<file path="src/rtl/crcfc_pkg.sv">
package crcfc_pkg;

  localparam logic [15:0] CRC_INIT           = 16'hFFFF;
  localparam logic [15:0] CRC_XOROUT         = 16'hFFFF;
  // 0x8005 bit-reversed for the LSB-first register
  localparam logic [15:0] CRC_POLY_REFLECTED = 16'hA001;
  localparam logic [7:0]  RESET_LENGTH       = 8'd36;
  localparam logic [7:0]  POS_MAX            = 8'd255;

  typedef enum logic [1:0] {
    STATUS_OK         = 2'd0,
    STATUS_LEN_ERR    = 2'd1,
    STATUS_CRC_ERR    = 2'd2,
    STATUS_SHORT      = 2'd3
  } status_t;

endpackage

</file>
<file path="src/rtl/crc16_frame_checker_unit.sv">
// Channel  | Handshake             | Payload
// ---------+-----------------------+------------------------------------------------
// input    | in_valid / in_ready   | rx_byte[7:0], frame_end
// result   | out_valid / out_ready | status[1:0], computed_crc[15:0],
//          |                       | received_crc[15:0], frame_length[7:0]
// config   | cfg_valid / cfg_ready | cfg_data[7:0] (expected length)
//
// One byte per cycle unless a frame-end byte waits on a verdict: a byte is held in
// the input register, and the CRC update and frame bookkeeping retire it from there.
// A frame-end byte writes the verdict into the result register; a verdict
// still waiting there holds the next frame-end byte in the input register.
// Non-end bytes keep flowing while a verdict waits. cfg_ready is always high.
// Synchronous reset: expected length 36, frame state cleared, no beats held.
module crc16_frame_checker_unit (
  input  logic        clk,
  input  logic        rst,
  input  logic        in_valid,
  output logic        in_ready,
  input  logic [7:0]  rx_byte,
  input  logic        frame_end,
  output logic        out_valid,
  input  logic        out_ready,
  output logic [1:0]  status,
  output logic [15:0] computed_crc,
  output logic [15:0] received_crc,
  output logic [7:0]  frame_length,
  input  logic        cfg_valid,
  output logic        cfg_ready,
  input  logic [7:0]  cfg_data
);
  import crcfc_pkg::*;

  logic [7:0]  expected_length;

  logic        hold_valid;
  logic [7:0]  hold_byte;
  logic        hold_end;

  logic [7:0]  byte_position;
  logic [15:0] crc_accumulator;
  logic [15:0] captured_crc;
  logic [7:0]  seen_length;

  logic        advance;
  logic        active;
  logic [7:0]  len_cur;
  logic [8:0]  len_plus1;
  logic [8:0]  len_plus2;
  logic [15:0] crc_upd;
  logic [15:0] crc_next;
  logic [15:0] captured_next;
  logic [7:0]  pos_next;
  logic [15:0] crc_final;
  status_t     status_next;

  assign cfg_ready = 1'b1;

  always_ff @(posedge clk) begin
    if (rst) begin
      expected_length <= RESET_LENGTH;
    end else if (cfg_valid) begin
      expected_length <= cfg_data;
    end
  end

  // Retire the held beat unless it carries a verdict that has nowhere to go
  assign advance  = hold_valid && (!hold_end || !out_valid || out_ready);
  assign in_ready = !hold_valid || advance;

  always_ff @(posedge clk) begin
    if (rst) begin
      hold_valid <= 1'b0;
    end else if (in_ready) begin
      hold_valid <= in_valid;
    end
  end

  always_ff @(posedge clk) begin
    if (in_ready && in_valid) begin
      hold_byte <= rx_byte;
      hold_end  <= frame_end;
    end
  end

  crcfc_crc_byte u_crc (
    .crc_in  (crc_accumulator),
    .data    (hold_byte),
    .crc_out (crc_upd)
  );

  always_comb begin
    active        = byte_position != POS_MAX;
    len_cur       = (byte_position == 8'd0) ? hold_byte : seen_length;
    len_plus1     = {1'b0, len_cur} + 9'd1;
    crc_next      = crc_accumulator;
    captured_next = captured_crc;
    pos_next      = byte_position;
    if (active) begin
      if (byte_position < len_cur) begin
        crc_next = crc_upd;
      end
      if (byte_position == len_cur) begin
        captured_next[7:0] = hold_byte;
      end
      if ({1'b0, byte_position} == len_plus1) begin
        captured_next[15:8] = hold_byte;
      end
      pos_next = byte_position + 8'd1;
    end
    len_plus2 = {1'b0, len_cur} + 9'd2;
    crc_final = crc_next ^ CRC_XOROUT;
    priority if (len_cur != expected_length) begin
      status_next = STATUS_LEN_ERR;
    end else if ({1'b0, pos_next} < len_plus2) begin
      status_next = STATUS_SHORT;
    end else if (crc_final == captured_next) begin
      status_next = STATUS_OK;
    end else begin
      status_next = STATUS_CRC_ERR;
    end
  end

  always_ff @(posedge clk) begin
    if (rst) begin
      byte_position   <= 8'd0;
      crc_accumulator <= CRC_INIT;
      captured_crc    <= 16'd0;
      seen_length     <= 8'd0;
    end else if (advance) begin
      if (hold_end) begin
        byte_position   <= 8'd0;
        crc_accumulator <= CRC_INIT;
        captured_crc    <= 16'd0;
        seen_length     <= 8'd0;
      end else begin
        byte_position   <= pos_next;
        crc_accumulator <= crc_next;
        captured_crc    <= captured_next;
        if (active) begin
          seen_length <= len_cur;
        end
      end
    end
  end

  always_ff @(posedge clk) begin
    if (rst) begin
      out_valid <= 1'b0;
    end else if (advance && hold_end) begin
      out_valid <= 1'b1;
    end else if (out_ready) begin
      out_valid <= 1'b0;
    end
  end

  always_ff @(posedge clk) begin
    if (advance && hold_end) begin
      status       <= status_next;
      frame_length <= active ? len_cur : seen_length;
      if (status_next == STATUS_OK || status_next == STATUS_CRC_ERR) begin
        computed_crc <= crc_final;
        received_crc <= captured_next;
      end else begin
        computed_crc <= 16'd0;
        received_crc <= 16'd0;
      end
    end
  end

  a_clear_after_end: assert property (@(posedge clk) disable iff (rst)
    advance && hold_end |=> byte_position == 8'd0 && crc_accumulator == CRC_INIT)
    else $error("frame state not cleared after frame end");

  a_ok_match: assert property (@(posedge clk) disable iff (rst)
    out_valid && status == STATUS_OK |-> computed_crc == received_crc)
    else $error("ok verdict with differing CRCs");

  a_err_zero: assert property (@(posedge clk) disable iff (rst)
    out_valid && (status == STATUS_LEN_ERR || status == STATUS_SHORT)
      |-> computed_crc == 16'd0 && received_crc == 16'd0)
    else $error("CRC fields not zero on length or short verdict");

  a_saturate: assert property (@(posedge clk) disable iff (rst)
    advance && !hold_end && byte_position == POS_MAX |=> byte_position == POS_MAX)
    else $error("byte position left saturation");

  a_verdict_held: assert property (@(posedge clk) disable iff (rst)
    out_valid && !out_ready |=> out_valid && $stable(status) && $stable(computed_crc))
    else $error("pending verdict overwritten");

endmodule

</file>
<file path="src/rtl/crcfc_crc_byte.sv">
module crcfc_crc_byte (
  input  logic [15:0] crc_in,
  input  logic [7:0]  data,
  output logic [15:0] crc_out
);
  import crcfc_pkg::*;

  // Eight unrolled shift-and-reduce steps, LSB first
  always_comb begin
    logic [15:0] c;
    c = crc_in ^ {8'h00, data};
    for (int k = 0; k < 8; k++) begin
      if (c[0]) begin
        c = (c >> 1) ^ CRC_POLY_REFLECTED;
      end else begin
        c = c >> 1;
      end
    end
    crc_out = c;
  end

endmodule

</file>
<file path="config.mk">
export PLATFORM = sky130hd
export DESIGN_NAME = crc16_frame_checker_unit
export DESIGN_NICKNAME = d
export VERILOG_FILES = /design/src/rtl/crcfc_pkg.sv /design/src/rtl/crc16_frame_checker_unit.sv /design/src/rtl/crcfc_crc_byte.sv
export SDC_FILE = /design/constraint.sdc
export NUM_CORES = 1
export LEC_CHECK = 0
export BUFFER_PORTS_ARGS = -buffer_cell sky130_fd_sc_hd__buf_4
export CAP_MARGIN = 20
export CORE_MARGIN = 8
export CORE_UTILIZATION = 56
export DETAILED_ROUTE_END_ITERATION = 6
export PLACE_DENSITY = 0.77
export SLEW_MARGIN = 20
export SYNTH_ARGS = -nofsm -noshare
export SYNTH_HDL_FRONTEND = slang
export SYNTH_SLANG_ARGS = --single-unit
export TNS_END_PERCENT = 10
</file>
<file path="constraint.sdc">
create_clock -name clk -period 5.9 [get_ports clk]
set_input_delay 0 -clock clk [delete_from_list [all_inputs] [get_ports clk]]
set_output_delay 0 -clock clk [all_outputs]
set_load 0.05 [all_outputs]
</file>
---- After elaboration in Yosys (flattened, before gate mapping) ----
Cells that the tools add are included.
Widths: inputs -> output; s select.
storage, ports and cells
  register bits after elaboration ......... 109
  input port bits ......................... 22
  output and inout port bits .............. 45
  logic and storage cells ................. 72
operators by class
  $add $sub $neg .......................... 3
  $lt $le $gt $ge ......................... 2
  equal/unequal tests ..................... 6
  mux-type cells .......................... 25
  bitwise operators ....................... 10
  reduce and logical (&&, ||, !) cells .... 13
operators with widths
  kind                 number
  $mux 16              13
  $mux 8               7
  $not 2->3            8
  $eq 16x16->1         1
  $not 16->16          1
  $xor 16x8->16        1
  $add 8x1->9 const B  1
  $add 8x2->9 const B  1
  $eq 8x9->1           1
  $lt 8x9->1           1
  $add 8x1->8 const B  1
  $eq 8x8->1           1
  $logic_not 8->1      1
  $lt 8x8->1           1
  $ne 8x8->1           1
  $ne 8x8->1 const B   1
  $mux 2               3
  $logic_or 1x1->1     4
  $logic_and 1x1->1    3
  $logic_not 1->1      3
  $eq 2x2->1 const B   1
  $logic_not 2->1      1
  $mux 1               2
  $reduce_bool 2->1    1

---- Depth between registers and ports, before layout ----
Gate-level depths: netlist (run 1).
  depth in word-level cells ............... 26
  gate-level depth with buffers ........... 22
  gate-level depth less buffers ........... 18

---- Cells and area by module ----
From an unflattened synthesis (run 1), not the netlist that was laid out.
unflattened totals
  cells, all modules ...................... 634
  area total of the unflattened synthesis .. 6025.8 um2
by module, submodules not included
  module                    instances  cells each  area an instance (um2)  sequential area each (um2)
  crc16_frame_checker_unit  1          605         5741.8                  2692.6
  crcfc_crc_byte            1          29          284.0                   0.0

---- Least setup slack after synthesis (run 1) ----
Ideal clock, no wire load.
  path kind ............................... register to register
  start point ............................. reg byte_position[1]
  end point ............................... reg status[1] (data pin)
  setup time .............................. 0.259 ns
  data arrival time ....................... 4.822 ns
  data required time ...................... 5.641 ns
  path slack .............................. 0.819 ns
  cell stages (with the launch flop) ...... 22
  path buffers ............................ 3
  period minus slack after synthesis ...... 5.081 ns
  path through ............................ dfxtp_1 > inv_1 > ha_1 > or4b_4 > nor3_2 > buf_4 > buf_2 > nand2_1 > o21ai_0 > inv_1 > ha_1 > a21o_1 > a21o_1 > a2111oi_0 > o41ai_1 > a31o_2 > buf_4 > mux2i_1 > xor2_1 > nand4_1 > or4_1 > o31a_1
on the way
  longest elaborated chain between the ends .. 10
  elaborated cells between the ends (all ways) .. 22
  classes of those cells .................. add/sub: 3; order compare: 2; eq/ne: 5; mux: 10; bitwise: 1; reduce/logical: 1
ends and longest elaborated chain
  element                                    line                                                             RTL
  start, declared                            crc16_frame_checker_unit.sv:39                                   logic [7:0] byte_position;
  start signal, assigned                     crc16_frame_checker_unit.sv:136                                  byte_position <= pos_next;
  $logic_not 8->1                            crc16_frame_checker_unit.sv:93                                   len_cur = (byte_position == 8'd0) ? hold_byte : seen_length;
  $mux 8                                     crc16_frame_checker_unit.sv:93
  $add 8x1->9 or $lt 8x8->1 (tied branches)  crc16_frame_checker_unit.sv:94, crc16_frame_checker_unit.sv:99
  $eq 8x9->1 or $mux 16 (tied branches)      crc16_frame_checker_unit.sv:105, crc16_frame_checker_unit.sv:99
  $mux 8 or $mux 16 (tied branches)          crc16_frame_checker_unit.sv:105, crc16_frame_checker_unit.sv:98
  $mux 16 or $not 16->16 (tied branches)     n/a
  $eq 16x16->1                               crc16_frame_checker_unit.sv:116                                  end else if (crc_final == captured_next) begin
  $mux 2                                     crc16_frame_checker_unit.sv:116
  $mux 2                                     crc16_frame_checker_unit.sv:114                                  end else if ({1'b0, pos_next} < len_plus2) begin
  $mux 2 *                                   crc16_frame_checker_unit.sv:112                                  priority if (len_cur != expected_length) begin
  net status_next[1]                         crc16_frame_checker_unit.sv:54                                   status_t status_next;
  end signal, assigned                       crc16_frame_checker_unit.sv:158                                  status <= status_next;
  end, declared                              crc16_frame_checker_unit.sv:23                                   output logic [1:0] status,
Mark *: on every way through the listed nets, which the timed path passes. The rest lies on a longest branch.
A chain may end at the register's enable or synchronous reset.

---- Final worst setup path (run 1) ----
Same ends and word-level chain as after synthesis.

==> impl_metrics.py, run 1 <==
metrics = {
    "worst_setup_path": {
        "timing_worst_setup_path_type": "reg -> reg",
        "crit_arrival_ps": 5760,
        "startpoint": "byte_position[1]",
        "cp.required_ps": 6050,
        "worstPathMaxFanout": 29,
        "critPathLaunchType": "flip-flop",
        "r2r_start": "byte_position[1]",
        "r2r_cells": 18,
        "crit_path_end": "status[1]",
        "endpoint_kind": "flip-flop",
        "rrSetupSlack_ps": 290,
        "rr_endpoint": "status[1]",
    },
    "routing": {
        "wl_per_cell_um": 19.0,
        "routed_via_density": 5.94,
        "drt_iter0_drc": 473,
        "wirelength_um": 16100,
        "antenna_left": 0,
        "via_count": 5035,
        "drc": 0,
        "drt_pass1_iterations": 5,
    },
    "die": {
        "die_h_um": 119,
        "dieWidth_um": 119,
        "die_area_sq_um": 14100,
        "pin_count": 67,
        "rows": 37,
        "initial_core_util": 0.575,
        "core_sq_um": 10300,
    },
    "logic_synthesis": {
        "synthSimpleGateAreaFrac": 0.185,
        "synth_nets": 661,
        "synth_top_area_share": 0.259,
        "synth_edf_count": 51,
        "synthArstFlopShare": 0,
        "ys_seq_elements": 109,
        "ys.flop_type": "dfxtp_1",
        "synth_top_family_by_area": "simple AND/OR/NAND/NOR gates",
        "avgSynthCellArea_sq_um": 9.50,
        "muxShareOfSynthArea": 0.0548,
        "synth_xor_area_frac": 0.0885,
        "synth_compound_area_frac": 0.130,
        "synth_common_cells": "nor2_1, nand2_1, dfxtp_1, edfxtp_1, xnor2_1",
        "yosys-top-cells-area": "edfxtp_1, dfxtp_1, xnor2_1, nor2_1, mux2i_1",
        "synthAdderAreaFrac": 0.0394,
        "syn_area_sq_um": 5910,
        "syn_inst": 622,
        "synth_top_cell_by_area": "edfxtp_1",
        "synth_cell_types": 61,
        "synth.most_common_cell": "nor2_1",
        "yosysWarnings": 0,
        "ys_seq_area_frac": 0.455,
    },
    "sta": {
        "setup_viol": 0,
        "skew_ps": 30.8,
        "tns_ps": 0,
        "slew_viol_final": 0,
        "tightest_slew_ps": 908,
        "min_period_ps": 5610,
        "relSlewSlack": 0.392,
        "rsz0062_at_grt": "false",
        "hold_ws_ps": 40.4,
        "finalHoldViolCount": 0,
        "min_period_over_period": 0.951,
        "max_freq_mhz": 178,
    },
    "cells_and_area": {
        "fillCellCount": 799,
        "antenna_cells": 0,
        "regArea_sq_um": 2690,
        "fin_util": 0.687,
        "multi_input_comb_area_sq_um": 2970,
        "final-instance-count-excl-fill": 848,
        "area_growth_pct": 19.4,
        "drive_above_1_share": 0.171,
        "final_nets": 746,
    },
    "power_and_ir_drop": {
        "ir_worst_vdd_v": 0.000161,
        "p_per_area_nw_per_um2": 243,
        "power_mw": 1.72,
        "power_leakage_nw": 2.89,
    },
    "clock_tree": {
        "clkLatencyLatePin_ps": 400,
        "htree_levels": 3,
        "cts_buffer_depth": 2,
        "cts_tree": "built",
        "path_clk_slew_ps": 130,
        "root_buffer": "clkbuf_8",
        "clock-sinks": 109,
        "numCtsBuffers": 9,
    },
    "place": {
        "dp_cells": 802,
        "hpwl_um": 11600,
        "port-buffer-count": 65,
        "gp_congestion": 0.982,
    },
    "run_status": {
        "status": "finished clean",
    },
    "global_routing": {
        "first_global_vias": 4990,
        "antenna_found_initial": 0,
        "grt_overflow": 0,
        "grt_use_total": 0.228,
        "grt_first_pass_wirelength_um": 26100,
        "grt_max_degree": 44,
    },
    "job": {
        "maxCapViolations": 0,
    },
    "hold_path": {
        "hold_path_class": "in -> reg",
    },
}
==> how the worst min path moves through the flow <==
stage	endpoint	depth (start not counted)	from	slack, ps
2_1_floorplan	hold_byte[0]	0	rx_byte[0]	100
3_3_place_gp	hold_byte[2]	1	rx_byte[2]	180
3_5_place_dp	hold_end	1	frame_end	180
4_1_cts	byte_position[5]	2	rst	40
5_1_grt	seen_length[4]	2	rst	60
6_report	seen_length[2]	2	rst	40
==> state kept, by name, indices dropped and copies added, names as in the netlist, 16 cells and up <==
name,flops
received_crc,16
captured_crc,16
crc_accumulator,16
computed_crc,16
==> where the power goes <==
part           switching, mW  internal, mW  total, mW
clock                  0.293         0.212      0.505
sequential            0.0305         0.813      0.843
combinational          0.211         0.156      0.367
total                  0.534          1.18       1.72
==> logic make-up (layout without fill, tap and decap cells) <==
group,Yosys count,in the layout
flip-flops,109,109
multiplexers,31,31
buffers and inverters,62,152
AO/OA/AOI/OAI,107,107
XOR/XNOR,58,58
other,1,1
AND/OR/NAND/NOR,235,235
adder cells (fa/ha/maj),19,19
==> repair_timing <==
item                                    4_1_cts  5_1_grt
endpoints found under the setup margin        0        1
setup buffers                                 0        2
endpoints found under the hold margin        19        0
hold buffers                                 28        0
gates resized for setup                       0        2
==> worst max-delay path, stage by stage, from the launching register on <==
cell	delay, ps
dfxtp_1	400
inv_1	150
ha_1	190
or4b_4	520
nor3_4	280
nand2_1	80
o21ai_0	260
inv_1	180
ha_1	330
a21o_1	180
a21o_1	170
a2111oi_1	490
o41ai_1	200
a31o_2	450
mux2i_1	340
xor2_1	200
nand4_1	100
or4_1	560
o31a_1	320
==> final cells by class <==
cell class / instances / area share
clock inverters: 7 / 0.0145
flip-flops and latches: 109 / 0.381
clock buffers: 9 / 0.0175
well taps: 136 / 0.0241
inverters: 23 / 0.0122
repair buffers: 113 / 0.130
multi-input cells: 451 / 0.420
==> cells in the final DEF, fill, tap and decap left out, types with 9 or more instances in the layout <==
cell type and count:
and3_1 15, nand4_1 11, a22oi_1 26, o21ai_0 17
inv_1 23, xnor2_1 41, nand3_1 29, nand2_1 62
edfxtp_1 51, ha_1 17, mux2i_1 29, dfxtp_1 58
clkbuf_8 9, nor2_1 84, dlygate4sd3_1 28, xor2_1 16
buf_4 85, a21oi_1 15
==> routing by layer <==
| layer | part of all wire | GRT usage |
|---|---|---|
| met1 | 0.42 | 0.301 |
| met2 | 0.47 | 0.371 |
| met5 | 0 | 0 |
| met3 | 0.093 | 0.0485 |
| met4 | 0.015 | 0.0617 |
==> metrics by stage <==
step	setup slack, ps	area (sq um)
2_1_floorplan	819	5910
3_3_place_gp	424	6530
3_5_place_dp	157	6530
4_1_cts	143	7030
5_1_grt	20.3	7060
6_report	289	7060
No activity file was read; power rests on OpenSTA's default activity.
==> run 2, diff against run 1 <==
Settings changed: PLACE_DENSITY 0.77 to 0.79.
==> run 2 against run 1 <==
  * Sequential power about the same
  * Register-to-register slack worse by 20 ps
  * Largest cell class unchanged
  * Largest power group unchanged
  * Die area is the same
  * Maximum frequency decreased by 0.35%
  * Global-route usage up 0.14 points
  * Critical path type unchanged
==> impl_metrics.py, run 2 (synthesized netlist as in run 1, its figures left out) <==
metrics = {
    "run_status": {
        "status": "finished clean",
    },
    "routing": {
        "drc": 0,
        "wirelength_um": 16500,
        "drt_iter0_drc": 491,
        "drt_pass1_iterations": 6,
        "routed_via_density": 6.03,
        "via_count": 5099,
        "antenna_left": 0,
        "wl_per_cell_um": 19.5,
    },
    "hold_path": {
        "hold_path_class": "in -> reg",
        "holdPathEnd": "seen_length[6]",
        "min_from": "rst",
        "hold_depth": 2,
    },
    "die": {
        "rows": 37,
        "core_sq_um": 10300,
        "initial_core_util": 0.575,
        "die_area_sq_um": 14100,
        "dieWidth_um": 119,
        "die_h_um": 119,
        "pin_count": 67,
    },
    "cells_and_area": {
        "drive_above_1_share": 0.165,
        "final-instance-count-excl-fill": 845,
        "layout_common_cells": "nor2_1, buf_4, nand2_1",
        "area_growth_pct": 19.0,
        "antenna_cells": 0,
        "final_nets": 743,
        "layout_commonest_cell": "nor2_1",
        "fin_util": 0.684,
    },
    "global_routing": {
        "antenna_found_initial": 0,
        "grt_use_total": 0.230,
        "first_global_vias": 4941,
        "grt_max_degree": 44,
        "grt_overflow": 0,
        "grt_first_pass_wirelength_um": 26000,
    },
    "place": {
        "hpwl_um": 11400,
        "gp_congestion": 1.01,
        "dp_cells": 801,
        "port-buffer-count": 65,
    },
    "power_and_ir_drop": {
        "power_leakage_nw": 2.88,
        "power_mw": 1.72,
        "p_per_area_nw_per_um2": 244,
        "ir_worst_vdd_v": 0.000164,
    },
    "clock_tree": {
        "clkLatencyLatePin_ps": 390,
        "clock-sinks": 109,
        "cts_buffer_depth": 2,
        "htree_levels": 3,
        "cts_tree": "built",
        "path_clk_slew_ps": 110,
        "postCtsSetupBuffers": 0,
        "root_buffer": "clkbuf_8",
        "numCtsBuffers": 9,
    },
    "worst_setup_path": {
        "timing_worst_setup_path_type": "reg -> reg",
        "critPathLaunchType": "flip-flop",
        "r2r_cells": 18,
        "worstPathMaxFanout": 29,
        "cp.required_ps": 6050,
        "rr_endpoint": "status[1]",
        "crit_arrival_ps": 5780,
        "rrSetupSlack_ps": 270,
        "endpoint_kind": "flip-flop",
        "r2r_start": "byte_position[1]",
    },
    "sta": {
        "slew_viol_final": 0,
        "rsz0062_at_grt": "false",
        "setup_viol": 0,
        "hold_ws_ps": 52.4,
        "finalHoldViolCount": 0,
        "min_period_ps": 5630,
        "min_period_over_period": 0.954,
        "relSlewSlack": 0.373,
        "tightest_slew_ps": 936,
        "tns_ps": 0,
        "skew_ps": 10.8,
        "max_freq_mhz": 178,
    },
    "job": {
        "maxCapViolations": 0,
    },
}
-- run 2: changes by cell type in the layout (fill, tap and decap cells not counted), sizes merged --
cell,before,now
clkbuf,9,12
inv,26,25
clkinv,3,1
buf,85,82
-- run 2: report_power, final --
group / leakage (nW) / switching [mW] / total (mW) / internal (mW)
Combinational: 1.78 / 0.212 / 0.370 / 0.158
Clock: 0.113 / 0.273 / 0.504 / 0.231
Sequential: 0.985 / 0.0314 / 0.844 / 0.813
Total: 2.88 / 0.516 / 1.72 / 1.20
-- run 2: metrics by stage --
| stage | instance area [sq um] | setup slack (ps) |
|---|---|---|
| after floorplan | 5910 | 819 |
| after global placement | 6510 | 582 |
| after detailed placement | 6520 | 396 |
| after CTS | 7020 | 310 |
| after global routing | 7030 | 77.9 |
| final | 7030 | 269 |
-- run 2: routing by layer --
metal / up-vias / part of all wire / global-route usage
li1: 2375 / - / -
met1: 2429 / 0.41 / 0.300
met2: 270 / 0.47 / 0.368
met3: 25 / 0.10 / 0.0428
met4: 0 / 0.021 / 0.0917
met5: - / 0 / 0
-- run 2: worst max path at each step --
stage / from / to / slack, ps / depth (start not counted)
global route: byte_position[1] / status[1] / 80 / 19
floorplan: byte_position[1] / status[1] / 820 / 21
global placement: byte_position[1] / status[1] / 580 / 18
finish: byte_position[1] / status[1] / 270 / 18
CTS: byte_position[1] / status[1] / 310 / 18
detailed placement: byte_position[1] / status[1] / 400 / 18
-- run 2: critical path, cell delays in order (launching register included) --
cell and delay [ps]:
dfxtp_1 410, inv_1 140, ha_1 190, or4b_4 510, nor3_2 390, nand2_1 90
o21ai_0 290, inv_1 180, ha_1 340, a21o_1 180, a21o_1 170, a2111oi_0 440
o41ai_1 230, a31o_4 370, mux2i_1 290, xor2_1 210, nand4_1 110, or4_1 530
o31a_1 310
-- run 2: cell type report --
| cell class | instances | area (sq um) |
|---|---|---|
| sequential | 109 | 2690 |
| fill | 828 | 3240 |
| clock inverter | 4 | 61.3 |
| inverter | 23 | 86.3 |
| multi-input combinational | 451 | 2970 |
| tap | 136 | 170 |
| clock buffer | 12 | 158 |
| timing repair buffer | 110 | 900 |
-- run 2: timing repair --
| action | in CTS | in global routing |
|---|---|---|
| hold buffers | 28 | 0 |
| endpoints found under the hold margin | 19 | 0 |
| setup endpoints to repair | 0 | 1 |
| resized for setup | 0 | 1 |
==> run 3, diff against run 2 <==
Settings changed: HOLD_SLACK_MARGIN set to 0.12.
==> run 3 against run 2 <==
  * The flow now finishes with violations (design-rule violations)
  * Utilization grew 0.78 points
  * Clock skew grew 1.0 ps
  * Via count is essentially flat
  * Largest cell class unchanged
  * Design area grew 1.1%
  * Critical path depth is the same
  * Wire length grew 1.4%
  * Non-clock buffer count grew 8
  * Highest routed layer is now met5
  * Combinational power grew 1%
  * Maximum frequency grew 0.86%
  * Cell count grew 0.95%
==> impl_metrics.py, run 3 (synthesized netlist as in run 1, its figures left out) <==
metrics = {
    "run_status": {
        "status": "complete, but fails checks",
        "violations": "design-rule violations",
    },
    "sta": {
        "relSlewSlack": 0.348,
        "setup_viol": 0,
        "finalHoldViolCount": 0,
        "max_freq_mhz": 179,
        "min_period_over_period": 0.946,
        "slew_viol_final": 0,
        "tightest_slew_ps": 974,
        "min_period_ps": 5580,
        "rsz0062_at_grt": "false",
        "setup_ws_ps": 317,
        "tns_ps": 0,
        "hold_ws_ps": 331,
        "skew_ps": 11.8,
    },
    "routing": {
        "via_count": 5095,
        "drc": 5,
        "wl_per_cell_um": 19.6,
        "wirelength_um": 16700,
        "drt_iter0_drc": 535,
        "antenna_left": 0,
        "routed_via_density": 5.97,
        "drt_pass1_iterations": 7,
    },
    "worst_setup_path": {
        "crit_arrival_ps": 5730,
        "cp_slowest_cell": "or4_1",
        "cp_top_family": "compound AO/OA/AOI/OAI gates",
        "worstPathMaxFanout": 29,
        "timing_worst_setup_path_type": "reg -> reg",
        "cp.required_ps": 6050,
        "path_cells": "inv_1, ha_1, or4b_4, nor3_2, nand2_1, o21ai_0, inv_1, ha_1, a21o_1, a21o_1, a2111oi_0, o41ai_1, a31o_4, mux2i_1, xor2_1, nand4_1, or4_1, o31a_1",
        "crit_buf_inv": 2,
        "endpoint_kind": "flip-flop",
        "critPathLaunchType": "flip-flop",
        "crit_path_max_incr_delay_ps": 530,
    },
    "cells_and_area": {
        "drive_above_1_share": 0.163,
        "postLayoutCellArea_sq_um": 7110,
        "fin_util": 0.692,
        "area_growth_pct": 20.3,
        "layout_commonest_cell": "nor2_1",
        "layout_common_cells": "nor2_1, buf_4, nand2_1",
        "antenna_cells": 0,
        "final_nets": 751,
    },
    "global_routing": {
        "grt_overflow": 0,
        "grt_max_degree": 44,
        "grt_first_pass_wirelength_um": 26800,
        "grt_use_total": 0.236,
        "first_global_vias": 5031,
        "antenna_found_initial": 0,
    },
    "power_and_ir_drop": {
        "ir_worst_vdd_v": 0.000194,
        "power_leakage_nw": 2.93,
        "p_per_area_nw_per_um2": 242,
    },
    "clock_tree": {
        "clkLatencyLatePin_ps": 390,
        "root_buffer": "clkbuf_8",
        "path_clk_slew_ps": 110,
        "numCtsBuffers": 9,
        "clock-sinks": 109,
        "htree_levels": 3,
        "cts_buffer_depth": 2,
        "cts_tree": "built",
    },
    "place": {
        "port-buffer-count": 65,
        "pre_cts_ws_ps": 396,
        "hpwl_um": 11400,
        "dpl_cell_area_sq_um": 6520,
        "gp_congestion": 1.01,
    },
    "hold_path": {
        "hold_path_class": "in -> reg",
    },
    "die": {
        "pin_count": 67,
        "die_area_sq_um": 14100,
        "rows": 37,
        "initial_core_util": 0.575,
        "die_h_um": 119,
        "core_sq_um": 10300,
        "dieWidth_um": 119,
    },
    "job": {
        "maxCapViolations": 0,
    },
}
==> run 3: changes by cell type in the layout (fill, tap and decap cells not counted), sizes merged <==
cell / delta
dlygate4sd3: +8
==> run 3: timing repair <==
action | 4_1_cts | 5_1_grt
resized for setup | 0 | 1
setup endpoints to repair | 0 | 1
hold endpoints to repair | 50 | 0
setup buffers | 0 | 0
hold buffers | 36 | 0
==> run 3: cell type report <==
class / count / area, sq um
Multi-Input combinational cell: 451 / 2970
Timing Repair Buffer: 118 / 980
Fill cell: 815 / 3160
Clock inverter: 4 / 61.3
Clock buffer: 12 / 158
Inverter: 23 / 86.3
Sequential cell: 109 / 2690
Tap cell: 136 / 170
==> run 3: stage by stage <==
stage	cells	power, mW
5_1_grt	853	1.78
3_5_place_dp	801	1.20
3_3_place_gp	800	1.19
6_report	853	1.72
4_1_cts	853	1.71
2_1_floorplan	622	1.10
==> run 3: worst reg2reg max path: cells and delay by family, from the launching register on <==
kind,cells,cell delay [ps]
buffers and inverters,2,320
AOI/OAI and AO/OA,7,1990
and+or+nand+nor,5,1620
xor gates and xnor gates,1,210
muxes,1,300
DFF,1,400
adders and majority gates,2,530
==> run 3: path summary, 6_finish.rpt <==
kind                endpoint  slack [ps]  depth (start not counted)        startpoint
max                status[1]         320                         18  byte_position[1]
max reg2reg        status[1]         320                         18  byte_position[1]
min             hold_byte[1]         330                          2        rx_byte[1]
min reg2reg  captured_crc[9]         510                          2   captured_crc[9]
==> run 3: metal layers <==
metal	vias to the layer above	wire (um)	track usage
met5	-	38	0
met4	3	378	0.0941
met3	33	1560	0.0400
met2	260	7950	0.381
met1	2418	6790	0.308
li1	2381	-	-
==> run 3: power breakdown <==
group | switching, mW | internal, mW | total [mW]
Combinational | 0.212 | 0.162 | 0.374
Sequential | 0.0313 | 0.813 | 0.844
Clock | 0.269 | 0.231 | 0.500
